### src/sv/wrpf_pkg.sv
// Shared constants, types and codes for the white-run far-pair block.
// Depends on nothing; every other file of the block imports it.
`timescale 1ns / 1ps

package wrpf_pkg;

   // Sizing
   localparam int POINTS      = 8;
   localparam int MAX_COLS    = 2048;
   localparam int MAX_ROWS    = 2048;
   localparam int QUEUE_DEPTH = 2;

   localparam int IDX_W    = $clog2(POINTS);
   localparam int COL_W    = $clog2(MAX_COLS);
   localparam int ROW_W    = $clog2(MAX_ROWS);
   localparam int PIX_W    = 8;
   localparam int SPAN_W   = ((COL_W > ROW_W) ? 2 * COL_W : 2 * ROW_W) + 1;
   localparam int QPTR_W   = $clog2(QUEUE_DEPTH);
   localparam int QCOUNT_W = $clog2(QUEUE_DEPTH + 1);

   localparam logic [PIX_W-1:0] WHITE_LEVEL = 8'hFF;

   typedef logic [IDX_W-1:0] idx_type;
   typedef logic [COL_W-1:0] col_type;
   typedef logic [ROW_W-1:0] row_type;

   typedef struct packed {
      col_type col;
      row_type row;
   } point_type;

   // Work handed from the front end to the table/search back end
   typedef struct packed {
      logic    ins;      // store a closed run
      logic    search;   // frame end: run the pair search after any insert
      col_type col;      // run midpoint
      row_type row;
      col_type width;
   } cmd_type;

   typedef enum logic [1:0] {
      BK_IDLE,
      BK_SCAN,
      BK_DRAIN,
      BK_EMIT
   } back_state_type;

endpackage

### src/sv/wrpf_if.sv
// Handshake channels of the white-run far-pair block: pixel beats in, pair beats out.
// Depends on wrpf_pkg for field widths.
`timescale 1ns / 1ps

interface wrpf_req_if;
   import wrpf_pkg::*;

   logic             valid;
   logic             ready;
   logic [PIX_W-1:0] pixel_blue;
   logic [PIX_W-1:0] pixel_green;
   logic [PIX_W-1:0] pixel_red;
   logic             row_last;
   logic             frame_last;

   modport source (output valid, pixel_blue, pixel_green, pixel_red, row_last, frame_last,
                   input  ready);
   modport sink   (input  valid, pixel_blue, pixel_green, pixel_red, row_last, frame_last,
                   output ready);
endinterface

interface wrpf_rsp_if;
   import wrpf_pkg::*;

   logic              valid;
   logic              ready;
   idx_type           first_index;
   idx_type           second_index;
   col_type           first_x;
   row_type           first_y;
   col_type           second_x;
   row_type           second_y;
   logic [SPAN_W-1:0] span_squared;

   modport source (output valid, first_index, second_index, first_x, first_y,
                   second_x, second_y, span_squared,
                   input  ready);
   modport sink   (input  valid, first_index, second_index, first_x, first_y,
                   second_x, second_y, span_squared,
                   output ready);
endinterface

### src/sv/white_run_top_points_far_pair_core.sv
// Top level of the white-run far-pair block: front end, command queue, back end.
// Depends on wrpf_pkg, wrpf_if, wrpf_front, wrpf_queue, wrpf_back.
//
//   Channel    Direction  Beat
//   req_chan   in         one RGB pixel with row and frame end marks
//   rsp_chan   out        farthest pair of stored run midpoints, one per frame
//
// Pixels are taken one per cycle while the command queue has room; a closed run
// becomes a sorted insert in the back end. A frame end starts the pair search,
// which rotates the ring past each anchor, then drains the pipeline and loads the
// result; while it runs the two-entry queue fills and req_chan.ready drops. A
// pending result holds the back end in its emit state, where it takes no commands.
// Synchronous reset clears the counters, the run state and the table at once.
`timescale 1ns / 1ps

module white_run_top_points_far_pair_core (
   input  logic        clock,
   input  logic        reset,
   wrpf_req_if.sink    req_chan,
   wrpf_rsp_if.source  rsp_chan
);
   import wrpf_pkg::*;

   logic    front_valid;
   cmd_type front_data;
   logic    front_ready;
   logic    back_valid;
   cmd_type back_data;
   logic    back_ready;

   wrpf_front u_front (
      .clock     (clock),
      .reset     (reset),
      .req_chan  (req_chan),
      .cmd_valid (front_valid),
      .cmd_data  (front_data),
      .cmd_ready (front_ready)
   );

   wrpf_queue u_queue (
      .clock      (clock),
      .reset      (reset),
      .push_valid (front_valid),
      .push_data  (front_data),
      .push_ready (front_ready),
      .pop_valid  (back_valid),
      .pop_data   (back_data),
      .pop_ready  (back_ready)
   );

   wrpf_back u_back (
      .clock     (clock),
      .reset     (reset),
      .cmd_valid (back_valid),
      .cmd_data  (back_data),
      .cmd_ready (back_ready),
      .rsp_chan  (rsp_chan)
   );

endmodule

### src/sv/wrpf_front.sv
// Front end: column/row tracking and white-run detection on the pixel stream.
// Emits insert and frame-end commands toward the queue. Depends on wrpf_pkg, wrpf_if.
`timescale 1ns / 1ps

module wrpf_front (
   input  logic              clock,
   input  logic              reset,
   wrpf_req_if.sink          req_chan,
   output logic              cmd_valid,
   output wrpf_pkg::cmd_type cmd_data,
   input  logic              cmd_ready
);
   import wrpf_pkg::*;

   logic    run_open_ff, run_open_in;
   col_type start_ff, start_in;
   col_type col_ff, col_in;
   row_type row_ff, row_in;

   logic             accept;
   logic             white;
   logic             row_end;
   logic             close_run;
   logic [COL_W:0]   mid_sum;

   assign req_chan.ready = cmd_ready;
   assign accept         = req_chan.valid && cmd_ready;

   assign white = (req_chan.pixel_blue == WHITE_LEVEL) &&
                  (req_chan.pixel_green == WHITE_LEVEL) &&
                  (req_chan.pixel_red == WHITE_LEVEL);
   assign row_end   = req_chan.row_last || req_chan.frame_last;
   assign close_run = !white && run_open_ff;

   // Midpoint rounds down; width is end minus start
   assign mid_sum = {1'b0, start_ff} + {1'b0, col_ff};

   always_comb begin
      cmd_data.ins    = close_run;
      cmd_data.search = req_chan.frame_last;
      cmd_data.col    = mid_sum[COL_W:1];
      cmd_data.row    = row_ff;
      cmd_data.width  = col_ff - start_ff;
      cmd_valid       = accept && (close_run || req_chan.frame_last);
   end

   // Run and position tracking for the next beat
   always_comb begin
      run_open_in = run_open_ff;
      start_in    = start_ff;
      col_in      = col_ff;
      row_in      = row_ff;
      if (accept) begin
         if (white) begin
            run_open_in = 1'b1;
            if (!run_open_ff) begin
               start_in = col_ff;
            end
         end else begin
            run_open_in = 1'b0;
         end
         if (row_end) begin
            run_open_in = 1'b0;   // run still open at row end is dropped
            col_in      = '0;
            if (req_chan.frame_last) begin
               row_in = '0;
            end else if (row_ff < ROW_W'(MAX_ROWS - 1)) begin
               row_in = row_ff + 1'b1;
            end
         end else if (col_ff < COL_W'(MAX_COLS - 1)) begin
            col_in = col_ff + 1'b1;
         end
      end
   end

   always_ff @(posedge clock) begin
      if (reset) begin
         run_open_ff <= 1'b0;
         start_ff    <= '0;
         col_ff      <= '0;
         row_ff      <= '0;
      end else begin
         run_open_ff <= run_open_in;
         start_ff    <= start_in;
         col_ff      <= col_in;
         row_ff      <= row_in;
      end
   end

endmodule

### src/sv/wrpf_queue.sv
// Short command queue between front end and back end so each side stalls on its own.
// Depends on wrpf_pkg.
`timescale 1ns / 1ps

module wrpf_queue (
   input  logic              clock,
   input  logic              reset,
   input  logic              push_valid,
   input  wrpf_pkg::cmd_type push_data,
   output logic              push_ready,
   output logic              pop_valid,
   output wrpf_pkg::cmd_type pop_data,
   input  logic              pop_ready
);
   import wrpf_pkg::*;

   cmd_type                slot_ff [QUEUE_DEPTH];
   logic [QPTR_W-1:0]      wr_ptr_ff, wr_ptr_in;
   logic [QPTR_W-1:0]      rd_ptr_ff, rd_ptr_in;
   logic [QCOUNT_W-1:0]    count_ff, count_in;
   logic                   push;
   logic                   pop;

   assign push_ready = (count_ff != QCOUNT_W'(QUEUE_DEPTH));
   assign pop_valid  = (count_ff != '0);
   assign pop_data   = slot_ff[rd_ptr_ff];
   assign push       = push_valid && push_ready;
   assign pop        = pop_valid && pop_ready;

   // Pointer and fill tracking with wrap at the depth
   always_comb begin
      wr_ptr_in = wr_ptr_ff;
      rd_ptr_in = rd_ptr_ff;
      count_in  = count_ff;
      if (push) begin
         wr_ptr_in = (wr_ptr_ff == QPTR_W'(QUEUE_DEPTH - 1)) ? '0 : wr_ptr_ff + 1'b1;
      end
      if (pop) begin
         rd_ptr_in = (rd_ptr_ff == QPTR_W'(QUEUE_DEPTH - 1)) ? '0 : rd_ptr_ff + 1'b1;
      end
      if (push && !pop) begin
         count_in = count_ff + 1'b1;
      end else if (pop && !push) begin
         count_in = count_ff - 1'b1;
      end
   end

   always_ff @(posedge clock) begin
      if (reset) begin
         wr_ptr_ff <= '0;
         rd_ptr_ff <= '0;
         count_ff  <= '0;
      end else begin
         wr_ptr_ff <= wr_ptr_in;
         rd_ptr_ff <= rd_ptr_in;
         count_ff  <= count_in;
      end
   end

   always_ff @(posedge clock) begin
      if (push) begin
         slot_ff[wr_ptr_ff] <= push_data;
      end
   end

endmodule

### src/sv/wrpf_back.sv
// Back end: sorted table of widest runs, pair search at frame end, result register.
// The search rotates a copy of the table past a held anchor entry. Depends on wrpf_pkg, wrpf_if.
`timescale 1ns / 1ps

module wrpf_back (
   input  logic              clock,
   input  logic              reset,
   input  logic              cmd_valid,
   input  wrpf_pkg::cmd_type cmd_data,
   output logic              cmd_ready,
   wrpf_rsp_if.source        rsp_chan
);
   import wrpf_pkg::*;

   // Table of widest runs, kept in descending width order
   col_type tbl_col_ff   [POINTS];
   row_type tbl_row_ff   [POINTS];
   col_type tbl_width_ff [POINTS];
   col_type tbl_col_in   [POINTS];
   row_type tbl_row_in   [POINTS];
   col_type tbl_width_in [POINTS];
   logic [POINTS-1:0] narrower;

   // Search ring and sequencing
   back_state_type state_ff, state_in;
   col_type   ring_col_ff [POINTS];
   row_type   ring_row_ff [POINTS];
   point_type anchor_ff;
   idx_type   i_ff, i_in;
   idx_type   k_ff, k_in;
   logic      pop;
   logic      start_scan;
   logic      scanning;
   logic      last_pair;
   logic      load_out;
   logic      out_free;

   // Pipeline: differences, then squares, then compare
   logic      pair_v;
   logic      s1_v_ff, s2_v_ff;
   idx_type   s1_i_ff, s1_j_ff, s2_i_ff, s2_j_ff;
   point_type s1_a_ff, s1_b_ff, s2_a_ff, s2_b_ff;
   col_type   s1_dx_ff;
   row_type   s1_dy_ff;
   col_type   dx;
   row_type   dy;
   logic [2*COL_W-1:0] s2_sqx_ff;
   logic [2*ROW_W-1:0] s2_sqy_ff;
   logic [SPAN_W-1:0]  span_sum;
   logic               better;

   // Best pair so far
   logic [SPAN_W-1:0] best_d_ff;
   idx_type           best_i_ff, best_j_ff;
   point_type         best_a_ff, best_b_ff;

   // Result register
   logic              out_v_ff, out_v_in;
   idx_type           out_i_ff, out_j_ff;
   point_type         out_a_ff, out_b_ff;
   logic [SPAN_W-1:0] out_d_ff;

   assign pop = cmd_valid && cmd_ready;

   // Sorted insert: new run takes the first narrower slot, the rest move down one
   always_comb begin
      for (int n = 0; n < POINTS; n++) begin
         narrower[n] = (tbl_width_ff[n] < cmd_data.width);
      end
      for (int n = 0; n < POINTS; n++) begin
         tbl_col_in[n]   = tbl_col_ff[n];
         tbl_row_in[n]   = tbl_row_ff[n];
         tbl_width_in[n] = tbl_width_ff[n];
      end
      if (pop && cmd_data.ins) begin
         if (narrower[0]) begin
            tbl_col_in[0]   = cmd_data.col;
            tbl_row_in[0]   = cmd_data.row;
            tbl_width_in[0] = cmd_data.width;
         end
         for (int n = 1; n < POINTS; n++) begin
            if (narrower[n - 1]) begin
               tbl_col_in[n]   = tbl_col_ff[n - 1];
               tbl_row_in[n]   = tbl_row_ff[n - 1];
               tbl_width_in[n] = tbl_width_ff[n - 1];
            end else if (narrower[n]) begin
               tbl_col_in[n]   = cmd_data.col;
               tbl_row_in[n]   = cmd_data.row;
               tbl_width_in[n] = cmd_data.width;
            end
         end
      end
   end

   always_ff @(posedge clock) begin
      if (reset) begin
         for (int n = 0; n < POINTS; n++) begin
            tbl_col_ff[n]   <= '0;
            tbl_row_ff[n]   <= '0;
            tbl_width_ff[n] <= '0;
         end
      end else begin
         for (int n = 0; n < POINTS; n++) begin
            tbl_col_ff[n]   <= tbl_col_in[n];
            tbl_row_ff[n]   <= tbl_row_in[n];
            tbl_width_ff[n] <= tbl_width_in[n];
         end
      end
   end

   // Sequencer: next state and controls
   assign out_free  = !out_v_ff || rsp_chan.ready;
   assign last_pair = (i_ff == IDX_W'(POINTS - 2)) && (k_ff == IDX_W'(POINTS - 1));
   assign scanning  = (state_ff == BK_SCAN);

   always_comb begin
      state_in   = state_ff;
      cmd_ready  = 1'b0;
      start_scan = 1'b0;
      load_out   = 1'b0;
      unique case (state_ff)
         BK_IDLE: begin
            cmd_ready = 1'b1;
            if (cmd_valid && cmd_data.search) begin
               start_scan = 1'b1;
               state_in   = BK_SCAN;
            end
         end
         BK_SCAN: begin
            if (last_pair) begin
               state_in = BK_DRAIN;
            end
         end
         BK_DRAIN: begin
            if (!s1_v_ff && !s2_v_ff) begin
               state_in = BK_EMIT;
            end
         end
         BK_EMIT: begin
            if (out_free) begin
               load_out = 1'b1;
               state_in = BK_IDLE;
            end
         end
         default: begin
            state_in = BK_IDLE;
         end
      endcase
   end

   always_ff @(posedge clock) begin
      if (reset) begin
         state_ff <= BK_IDLE;
      end else begin
         state_ff <= state_in;
      end
   end

   // Anchor index i outer, ring head index k sweeps all slots each round
   always_comb begin
      i_in = i_ff;
      k_in = k_ff;
      if (start_scan) begin
         i_in = '0;
         k_in = '0;
      end else if (scanning) begin
         if (k_ff == IDX_W'(POINTS - 1)) begin
            k_in = '0;
            i_in = i_ff + 1'b1;
         end else begin
            k_in = k_ff + 1'b1;
         end
      end
   end

   always_ff @(posedge clock) begin
      if (reset) begin
         i_ff <= '0;
         k_ff <= '0;
      end else begin
         i_ff <= i_in;
         k_ff <= k_in;
      end
   end

   // Ring copy of the table: loaded at frame end, rotated once per scan cycle
   always_ff @(posedge clock) begin
      if (start_scan) begin
         for (int n = 0; n < POINTS; n++) begin
            ring_col_ff[n] <= tbl_col_in[n];
            ring_row_ff[n] <= tbl_row_in[n];
         end
      end else if (scanning) begin
         for (int n = 0; n < POINTS - 1; n++) begin
            ring_col_ff[n] <= ring_col_ff[n + 1];
            ring_row_ff[n] <= ring_row_ff[n + 1];
         end
         ring_col_ff[POINTS - 1] <= ring_col_ff[0];
         ring_row_ff[POINTS - 1] <= ring_row_ff[0];
      end
   end

   always_ff @(posedge clock) begin
      if (scanning && (k_ff == i_ff)) begin
         anchor_ff.col <= ring_col_ff[0];
         anchor_ff.row <= ring_row_ff[0];
      end
   end

   // Stage 1: absolute differences between anchor and ring head
   assign pair_v = scanning && (k_ff > i_ff);
   assign dx = (anchor_ff.col > ring_col_ff[0]) ? anchor_ff.col - ring_col_ff[0]
                                                : ring_col_ff[0] - anchor_ff.col;
   assign dy = (anchor_ff.row > ring_row_ff[0]) ? anchor_ff.row - ring_row_ff[0]
                                                : ring_row_ff[0] - anchor_ff.row;

   always_ff @(posedge clock) begin
      if (reset) begin
         s1_v_ff <= 1'b0;
         s2_v_ff <= 1'b0;
      end else begin
         s1_v_ff <= pair_v;
         s2_v_ff <= s1_v_ff;
      end
   end

   always_ff @(posedge clock) begin
      s1_i_ff     <= i_ff;
      s1_j_ff     <= k_ff;
      s1_a_ff     <= anchor_ff;
      s1_b_ff.col <= ring_col_ff[0];
      s1_b_ff.row <= ring_row_ff[0];
      s1_dx_ff    <= dx;
      s1_dy_ff    <= dy;
      // Stage 2: squares
      s2_i_ff     <= s1_i_ff;
      s2_j_ff     <= s1_j_ff;
      s2_a_ff     <= s1_a_ff;
      s2_b_ff     <= s1_b_ff;
      s2_sqx_ff   <= (2 * COL_W)'(s1_dx_ff) * (2 * COL_W)'(s1_dx_ff);
      s2_sqy_ff   <= (2 * ROW_W)'(s1_dy_ff) * (2 * ROW_W)'(s1_dy_ff);
   end

   // Stage 3: sum and strict compare, so ties keep the earlier pair
   assign span_sum = SPAN_W'(s2_sqx_ff) + SPAN_W'(s2_sqy_ff);
   assign better   = s2_v_ff && (span_sum > best_d_ff);

   always_ff @(posedge clock) begin
      if (start_scan) begin
         best_d_ff     <= '0;
         best_i_ff     <= '0;
         best_j_ff     <= '0;
         best_a_ff.col <= tbl_col_in[0];
         best_a_ff.row <= tbl_row_in[0];
         best_b_ff.col <= tbl_col_in[0];
         best_b_ff.row <= tbl_row_in[0];
      end else if (better) begin
         best_d_ff <= span_sum;
         best_i_ff <= s2_i_ff;
         best_j_ff <= s2_j_ff;
         best_a_ff <= s2_a_ff;
         best_b_ff <= s2_b_ff;
      end
   end

   // Result register holds a beat until taken
   always_comb begin
      out_v_in = out_v_ff;
      if (load_out) begin
         out_v_in = 1'b1;
      end else if (rsp_chan.ready) begin
         out_v_in = 1'b0;
      end
   end

   always_ff @(posedge clock) begin
      if (reset) begin
         out_v_ff <= 1'b0;
      end else begin
         out_v_ff <= out_v_in;
      end
   end

   always_ff @(posedge clock) begin
      if (load_out) begin
         out_i_ff <= best_i_ff;
         out_j_ff <= best_j_ff;
         out_a_ff <= best_a_ff;
         out_b_ff <= best_b_ff;
         out_d_ff <= best_d_ff;
      end
   end

   assign rsp_chan.valid        = out_v_ff;
   assign rsp_chan.first_index  = out_i_ff;
   assign rsp_chan.second_index = out_j_ff;
   assign rsp_chan.first_x      = out_a_ff.col;
   assign rsp_chan.first_y      = out_a_ff.row;
   assign rsp_chan.second_x     = out_b_ff.col;
   assign rsp_chan.second_y     = out_b_ff.row;
   assign rsp_chan.span_squared = out_d_ff;

endmodule

### src/flat_wrapper.sv
// flat-port wrapper written by rule: the top's interface ports become plain ports
module white_run_top_points_far_pair_core_flat import wrpf_pkg::*;
  (clock, reset, req_chan_valid, req_chan_pixel_blue, req_chan_pixel_green, req_chan_pixel_red, req_chan_row_last, req_chan_frame_last, req_chan_ready, rsp_chan_valid, rsp_chan_first_index, rsp_chan_second_index, rsp_chan_first_x, rsp_chan_first_y, rsp_chan_second_x, rsp_chan_second_y, rsp_chan_span_squared, rsp_chan_ready);
  wrpf_req_if req_chan_i ();
  wrpf_rsp_if rsp_chan_i ();
  input  logic clock;
  input  logic reset;
  input wire logic [$bits(req_chan_i.valid)-1:0] req_chan_valid;
  input wire logic [$bits(req_chan_i.pixel_blue)-1:0] req_chan_pixel_blue;
  input wire logic [$bits(req_chan_i.pixel_green)-1:0] req_chan_pixel_green;
  input wire logic [$bits(req_chan_i.pixel_red)-1:0] req_chan_pixel_red;
  input wire logic [$bits(req_chan_i.row_last)-1:0] req_chan_row_last;
  input wire logic [$bits(req_chan_i.frame_last)-1:0] req_chan_frame_last;
  output wire logic [$bits(req_chan_i.ready)-1:0] req_chan_ready;
  output wire logic [$bits(rsp_chan_i.valid)-1:0] rsp_chan_valid;
  output wire logic [$bits(rsp_chan_i.first_index)-1:0] rsp_chan_first_index;
  output wire logic [$bits(rsp_chan_i.second_index)-1:0] rsp_chan_second_index;
  output wire logic [$bits(rsp_chan_i.first_x)-1:0] rsp_chan_first_x;
  output wire logic [$bits(rsp_chan_i.first_y)-1:0] rsp_chan_first_y;
  output wire logic [$bits(rsp_chan_i.second_x)-1:0] rsp_chan_second_x;
  output wire logic [$bits(rsp_chan_i.second_y)-1:0] rsp_chan_second_y;
  output wire logic [$bits(rsp_chan_i.span_squared)-1:0] rsp_chan_span_squared;
  input wire logic [$bits(rsp_chan_i.ready)-1:0] rsp_chan_ready;
  assign req_chan_i.valid = req_chan_valid;
  assign req_chan_i.pixel_blue = req_chan_pixel_blue;
  assign req_chan_i.pixel_green = req_chan_pixel_green;
  assign req_chan_i.pixel_red = req_chan_pixel_red;
  assign req_chan_i.row_last = req_chan_row_last;
  assign req_chan_i.frame_last = req_chan_frame_last;
  assign req_chan_ready = req_chan_i.ready;
  assign rsp_chan_valid = rsp_chan_i.valid;
  assign rsp_chan_first_index = rsp_chan_i.first_index;
  assign rsp_chan_second_index = rsp_chan_i.second_index;
  assign rsp_chan_first_x = rsp_chan_i.first_x;
  assign rsp_chan_first_y = rsp_chan_i.first_y;
  assign rsp_chan_second_x = rsp_chan_i.second_x;
  assign rsp_chan_second_y = rsp_chan_i.second_y;
  assign rsp_chan_span_squared = rsp_chan_i.span_squared;
  assign rsp_chan_i.ready = rsp_chan_ready;
  white_run_top_points_far_pair_core u_core (.clock(clock), .reset(reset), .req_chan(req_chan_i), .rsp_chan(rsp_chan_i));
endmodule
### config.mk
export PLATFORM = sky130hd
export DESIGN_NAME = white_run_top_points_far_pair_core_flat
export DESIGN_NICKNAME = d
export VERILOG_FILES = /design/src/sv/wrpf_pkg.sv /design/src/sv/wrpf_if.sv /design/src/sv/white_run_top_points_far_pair_core.sv /design/src/sv/wrpf_front.sv /design/src/sv/wrpf_queue.sv /design/src/sv/wrpf_back.sv /design/src/flat_wrapper.sv
export SDC_FILE = /design/constraint.sdc
export NUM_CORES = 2
export LEC_CHECK = 0
export BUFFER_PORTS_ARGS = -buffer_cell sky130_fd_sc_hd__buf_2
export CAP_MARGIN = 20
export CORE_UTILIZATION = 63
export CTS_CLUSTER_DIAMETER = 40
export DETAILED_ROUTE_END_ITERATION = 8
export PLACE_DENSITY = 0.8
export SLEW_MARGIN = 20
export SYNTH_ARGS = -nofsm -noshare
export SYNTH_HDL_FRONTEND = slang
export SYNTH_SLANG_ARGS = --single-unit
### constraint.sdc
create_clock -name clock -period 8.7 [get_ports clock]
set_clock_uncertainty 0.05 [all_clocks]
set_input_delay 0.435 -clock clock [delete_from_list [all_inputs] [get_ports clock]]
set_output_delay 0.435 -clock clock [all_outputs]
set_load 0.02 [all_outputs]
**Word-level counts from Yosys, hierarchy flattened**

Memory sizes are Yosys's and may differ from the RTL's. A register that Yosys moved wholly into a read port is not among the register bits.
Index checks and enable logic that the tools add are counted.

- Word-level logic and storage cells: 304
- Bits of input ports: 30
- Memories: 6
- RAM bits: 510
- Output and inout port bits: 75
- Register bits: 383

- Equality and inequality tests: 14
- Mux-type cells: 129
- Bitwise gates (word level): 41
- Reduce and logical (&&, ||, !) cells: 38
- Magnitude comparators: 14
- Multiply operators: 2
- $add $sub $neg: 15

Memory list:

| name | words | bits a word | read ports | clocked after memory_dff | wr ports | line | text |
|---|---|---|---|---|---|---|---|
| u_core.u_back.ring_col_ff | 8 | 11 | 8 | 0 | 8 | wrpf_back.sv:26 | `col_type ring_col_ff [POINTS];` |
| u_core.u_back.ring_row_ff | 8 | 11 | 8 | 0 | 8 | wrpf_back.sv:27 | `row_type ring_row_ff [POINTS];` |
| u_core.u_back.tbl_col_ff | 8 | 11 | 8 | 0 | 8 | wrpf_back.sv:16 | `col_type tbl_col_ff [POINTS];` |
| u_core.u_back.tbl_row_ff | 8 | 11 | 8 | 0 | 8 | wrpf_back.sv:17 | `row_type tbl_row_ff [POINTS];` |
| u_core.u_back.tbl_width_ff | 8 | 11 | 8 | 0 | 8 | wrpf_back.sv:18 | `col_type tbl_width_ff [POINTS];` |
| u_core.u_queue.slot_ff | 2 | 35 | 1 | 1 | 1 | wrpf_queue.sv:17 | `cmd_type slot_ff [QUEUE_DEPTH];` |

Operator list:

| cell | count |
|---|---|
| $mux 11 | 91 |
| $mux 88 | 3 |
| $lt 11x11->1 | 8 |
| $mux 22 | 4 |
| $sub 11x11->11 | 5 |
| $mul 11x11->22 | 2 |
| $or 1x1->1 | 40 |
| $eq 8x8->1 const B | 3 |
| $add 22x22->23 | 1 |
| $gt 23x23->1 | 1 |
| $mux 1 | 23 |
| $add 11x1->11 const B | 2 |
| $gt 11x11->1 | 2 |
| $lt 11x11->1 const B | 2 |
| $logic_and 1x1->1 | 16 |
| $add 11x11->12 | 1 |
| $mux 2 | 6 |
| $reduce_bool 2->1 | 6 |
| $ne 2x2->1 const B | 4 |
| $pmux 2 s4 | 1 |
| $add 3x1->3 const B | 2 |
| $eq 3x3->1 const B | 2 |
| $logic_not 1->1 | 6 |
| $reduce_and 3->1 | 2 |
| other kinds (15) | 20 |

**Longest topological paths before layout**

- Depth after elaboration: 12
- Gate-level depth with buffers: 22

**Cells and area by module**

Synthesis repeated with hierarchy kept, for this count alone.

- Cells, all modules: 4,546
- Area total of the unflattened synthesis: 46,195.6 um^2

By module, submodules not included:

| module | times used | seq. area each (um^2) | area an instance (um^2) | cells each |
|---|---|---|---|---|
| wrpf_back | 1 | 18,828.1 | 40,751.6 | 4,070 |
| wrpf_queue | 1 | 2,202.1 | 2,746.4 | 133 |
| wrpf_front | 1 | 680.7 | 2,697.6 | 343 |

**Least setup slack after synthesis**

OpenSTA, ideal clock, no wires.

- Path kind: register -> register
- Start point: register u_core.u_back.s2_sqx_ff[3]
- End point: register u_core.u_back.best_a_ff[0] (netlist name) (enable)
- Cell stages (with the launch flop): 17
- Period minus slack after synthesis: 6.929 ns
- Arrival time: 6.373 ns
- Required time: 8.144 ns
- Setup slack: 1.771 ns
- Path buffers: 0
- Cell sequence: dfxtp_1 -> ha_1 -> a21oi_1 -> o22ai_1 -> o31a_1 -> a21oi_1 -> o22ai_1 -> o41ai_1 -> nand2b_1 -> nand2b_1 -> ha_1 -> and3_1 -> and3_1 -> nand2_1 -> a31oi_1 -> a211oi_1 -> o21ai_0

- Word-level cells in the longest chain between the ends: 4

RTL lines:

| what | line | text |
|---|---|---|
| from (decl) | wrpf_back.sv:47 | `logic [2*COL_W-1:0] s2_sqx_ff;` |
| from (signal assigned) | wrpf_back.sv:240 | `s2_sqx_ff <= (2 * COL_W)'(s1_dx_ff) * (2 * COL_W)'(s1_dx_ff);` |
| $add 22x22->23 | wrpf_back.sv:245 | `assign span_sum = SPAN_W'(s2_sqx_ff) + SPAN_W'(s2_sqy_ff);` |
| net u_core.u_back.span_sum[22] | wrpf_back.sv:49 | `logic [SPAN_W-1:0] span_sum;` |
| $gt 23x23->1 | wrpf_back.sv:246 | `assign better = s2_v_ff && (span_sum > best_d_ff);` |
| $logic_and 1x1->1 | wrpf_back.sv:246 |  |
| $reduce_bool 2->1 (no line) | n/a |  |
| to (decl) | wrpf_back.sv:55 | `point_type best_a_ff, best_b_ff;` |

The timed path passes the listed nets, and every way through them passes these cells.
A chain may end at the register's enable or synchronous reset.

**Worst setup path after layout**

- Start point: register u_core.u_back.s1_dx_ff[2]
- End point: register u_core.u_back.s2_sqx_ff[21]

- Word-level cells in the longest chain between the ends: 1

RTL lines:

| what | line | text |
|---|---|---|
| from (decl) | wrpf_back.sv:43 | `col_type s1_dx_ff;` |
| from (signal assigned) | wrpf_back.sv:233 | `s1_dx_ff <= dx;` |
| $mul 11x11->22 | wrpf_back.sv:240 |  |

No other way between the ends.

==> impl_metrics.ini <==
[clocking]
htree_levels = 3
cts_tree = built
clk_pin_slew_worst_paths_ps = 60
max-clock-path-buffers = 3
cts_root_buf = clkbuf_16
cts_sinks = 892
postCtsResizedCells = 0
numCtsBuffers = 113
clock_latency_ps = 700

[placement]
dp_slack_ps = 3060
dpl.hpwl_um = 71200
dpl_cell_area_um2 = 46700
portBuffers = 104
place_congestion = 0.908

[floorplanning]
dieArea_um2 = 73100
core_um2 = 71400
io_pins = 105
placementRows = 98
start_util = 0.636
die_x_um = 270
die_height_um = 270

[detailed_routing]
drt_iter0_drc = 3160
drc = 0
wl_per_cell_um = 20.2
viasPerCell = 6.06
num_vias = 33000
ant_nets = 0
drtPass1Iterations = 6
wl_um = 110000

[synth]
syn_area_per_cell_um2 = 10.4
syn_inst = 4345
synth_top_area_cell = edfxtp_1
synth_cell_types = 74
synth_top_area_share = 0.255
seq_area_frac_synth = 0.478
synth-seq-cells = 892
synth_ff_type = dfxtp_1
yosys_warnings = 0
synthTopCellsByArea = edfxtp_1 25%, dfxtp_1 22%, ha_1 8.4%
synthArstFlopShare = 0
synth_edf_count = 385
syn_area_um2 = 45400

[critical_path]
cp_max_fo = 12
reg2reg_depth = 20
r2r_slack_ps = 2960
cp-start-kind = register
crit_required_ps = 9250
path_class = reg2reg
r2r_start = u_core.u_back.s1_dx_ff[2]$_DFF_P_
worstSetupEndpointType = register
reg2reg_to = u_core.u_back.s2_sqx_ff[21]$_DFF_P_
critPathArrivalTime_ps = 6280

[global_route]
antenna_found_initial = 0
grt_pass1_vias = 32500
grt_max_degree = 216
grt_overflow = 0
groute.usage.overall = 0.298
grt_pass1_wl_um = 173000

[cells_and_area]
fin_area_um2 = 50500
final_nets = 4857
num_antenna_cells = 0
layout_commonest_cell = dfxtp_1
drive_gt1_frac = 0.116
area_delta_synth_final_pct = 11.3
final_cell_mix = 506 x dfxtp_1, 434 x nand2_1, 385 x edfxtp_1

[timing]
relSlewSlack = 0.235
fin_ws_ps = 2960
max_freq_mhz = 174
rsz0062_at_grt = no
worstMarginPinSlew_ps = 1150
slew_violations = 0
final.min_clock_period_ps = 5740
fin_tns_setup_ps = 0
hold_viol_final = 0
period_share = 0.660
setup_violations = 0

[hold_path]
worstHoldStart = rsp_chan_ready
hold_depth = 4
hold_path_end = u_core.u_back.rsp_chan.valid$_SDFFE_PP0P_
min-delay-path-class = in2reg

[job]
drv_cap = 0

[status]
run_status = complete, no violations
## per-layer routing
metal	wire length, um	track usage	share of wire	vias up
met5	0	0	0	-
met2	53700	0.504	0.49	1291
li1	-	-	-	15400
met1	45300	0.388	0.41	16000
met4	3520	0.109	0.032	0
met3	7220	0.0439	0.066	238
## sequential cells by signal, indices dropped and copies added (netlist names), 23 cells and up, named ones only
register,cells
u_core.u_back.tbl_width_ff,88
u_core.u_back.tbl_col_ff,88
u_core.u_back.rsp_chan.span_squared,23
u_core.u_back.best_d_ff,23
u_core.u_back.ring_col_ff,88
u_core.u_queue.slot_ff,70
u_core.u_back.tbl_row_ff,88
u_core.u_back.ring_row_ff,88
## worst max-delay path by stage
stage	start	to	slack (ps)	depth (start not counted)
after global placement	u_core.u_back.s1_dx_ff[2]$_DFF_P_	u_core.u_back.s2_sqx_ff[21]$_DFF_P_	3100	20
after floorplan	u_core.u_back.s2_sqx_ff[3]$_DFF_P_	u_core.u_back.best_a_ff[0]$_DFFE_PP_	1770	16
after CTS	u_core.u_back.s1_dx_ff[7]$_DFF_P_	u_core.u_back.s2_sqx_ff[21]$_DFF_P_	2970	20
after detailed placement	u_core.u_back.s1_dx_ff[2]$_DFF_P_	u_core.u_back.s2_sqx_ff[21]$_DFF_P_	3060	20
after global routing	u_core.u_back.s1_dx_ff[7]$_DFF_P_	u_core.u_back.s2_sqx_ff[21]$_DFF_P_	2620	20
final	u_core.u_back.s1_dx_ff[2]$_DFF_P_	u_core.u_back.s2_sqx_ff[21]$_DFF_P_	2960	20
## repair_timing
item,in CTS,in global routing
hold endpoints to repair,2,0
buffers inserted,0,0
hold buffers,1,0
## per-stage QoR
stage | hold slack [ps] | cells | utilization
final | 103 | 5440 | 0.708
after global routing | 99.6 | 5440 | 0.708
after CTS | 83.5 | 5439 | 0.707
after detailed placement | 262 | 5224 | 0.654
after global placement | 260 | 5224 | 0.654
after floorplan | 260 | 4346 | -
## worst max-delay path, cell delays in order (launching register included)
cell and delay (ps):
dfxtp_1 570, nand2_1 140, fa_1 550, inv_1 70, fa_1 500, inv_1 50
fa_1 480, inv_1 60, fa_1 530, inv_1 50, fa_1 530, inv_1 40
ha_1 300, o21ai_0 80, nand2b_1 90, a31oi_1 400, o21ai_0 300, a2111oi_0 390
o21ai_0 140, a21oi_1 190, xor2_1 150
## layout make-up
cell class                      instances  area [um2]
Sequential cell                       892       21700
Inverter                              332        1250
Timing Repair Buffer                  158         971
Fill cell                            5049       20800
Clock inverter                         75         737
Clock buffer                          139        3040
Multi-Input combinational cell       2894       21600
Tap cell                              950        1190
## synth_stat cells, types with 37 or more instances
| library cell | number |
|---|---|
| nor2_1 | 361 |
| o211ai_1 | 83 |
| dfxtp_1 | 507 |
| a211oi_1 | 63 |
| nor2b_1 | 72 |
| mux2i_1 | 109 |
| a21o_1 | 51 |
| ha_1 | 304 |
| inv_1 | 331 |
| nand2_1 | 436 |
| mux2_2 | 102 |
| nor3_1 | 53 |
| clkbuf_1 | 162 |
| and2_1 | 66 |
| xor2_1 | 39 |
| fa_1 | 132 |
| xnor2_1 | 69 |
| nand2b_1 | 44 |
| o21ai_0 | 182 |
| a21oi_1 | 274 |
| buf_2 | 37 |
| edfxtp_1 | 385 |
## logic make-up after synthesis
group	synth area share
mux	0.0614
buf+inv	0.0486
simple gates	0.115
other cells	0.0000826
fa+ha+maj	0.142
xor+xnor	0.0208
flops	0.478
compound gates	0.134
Power is left out: the tool's default activity adds up to more than one toggle a clock period on the data nets, which glitch-free logic cannot reach.
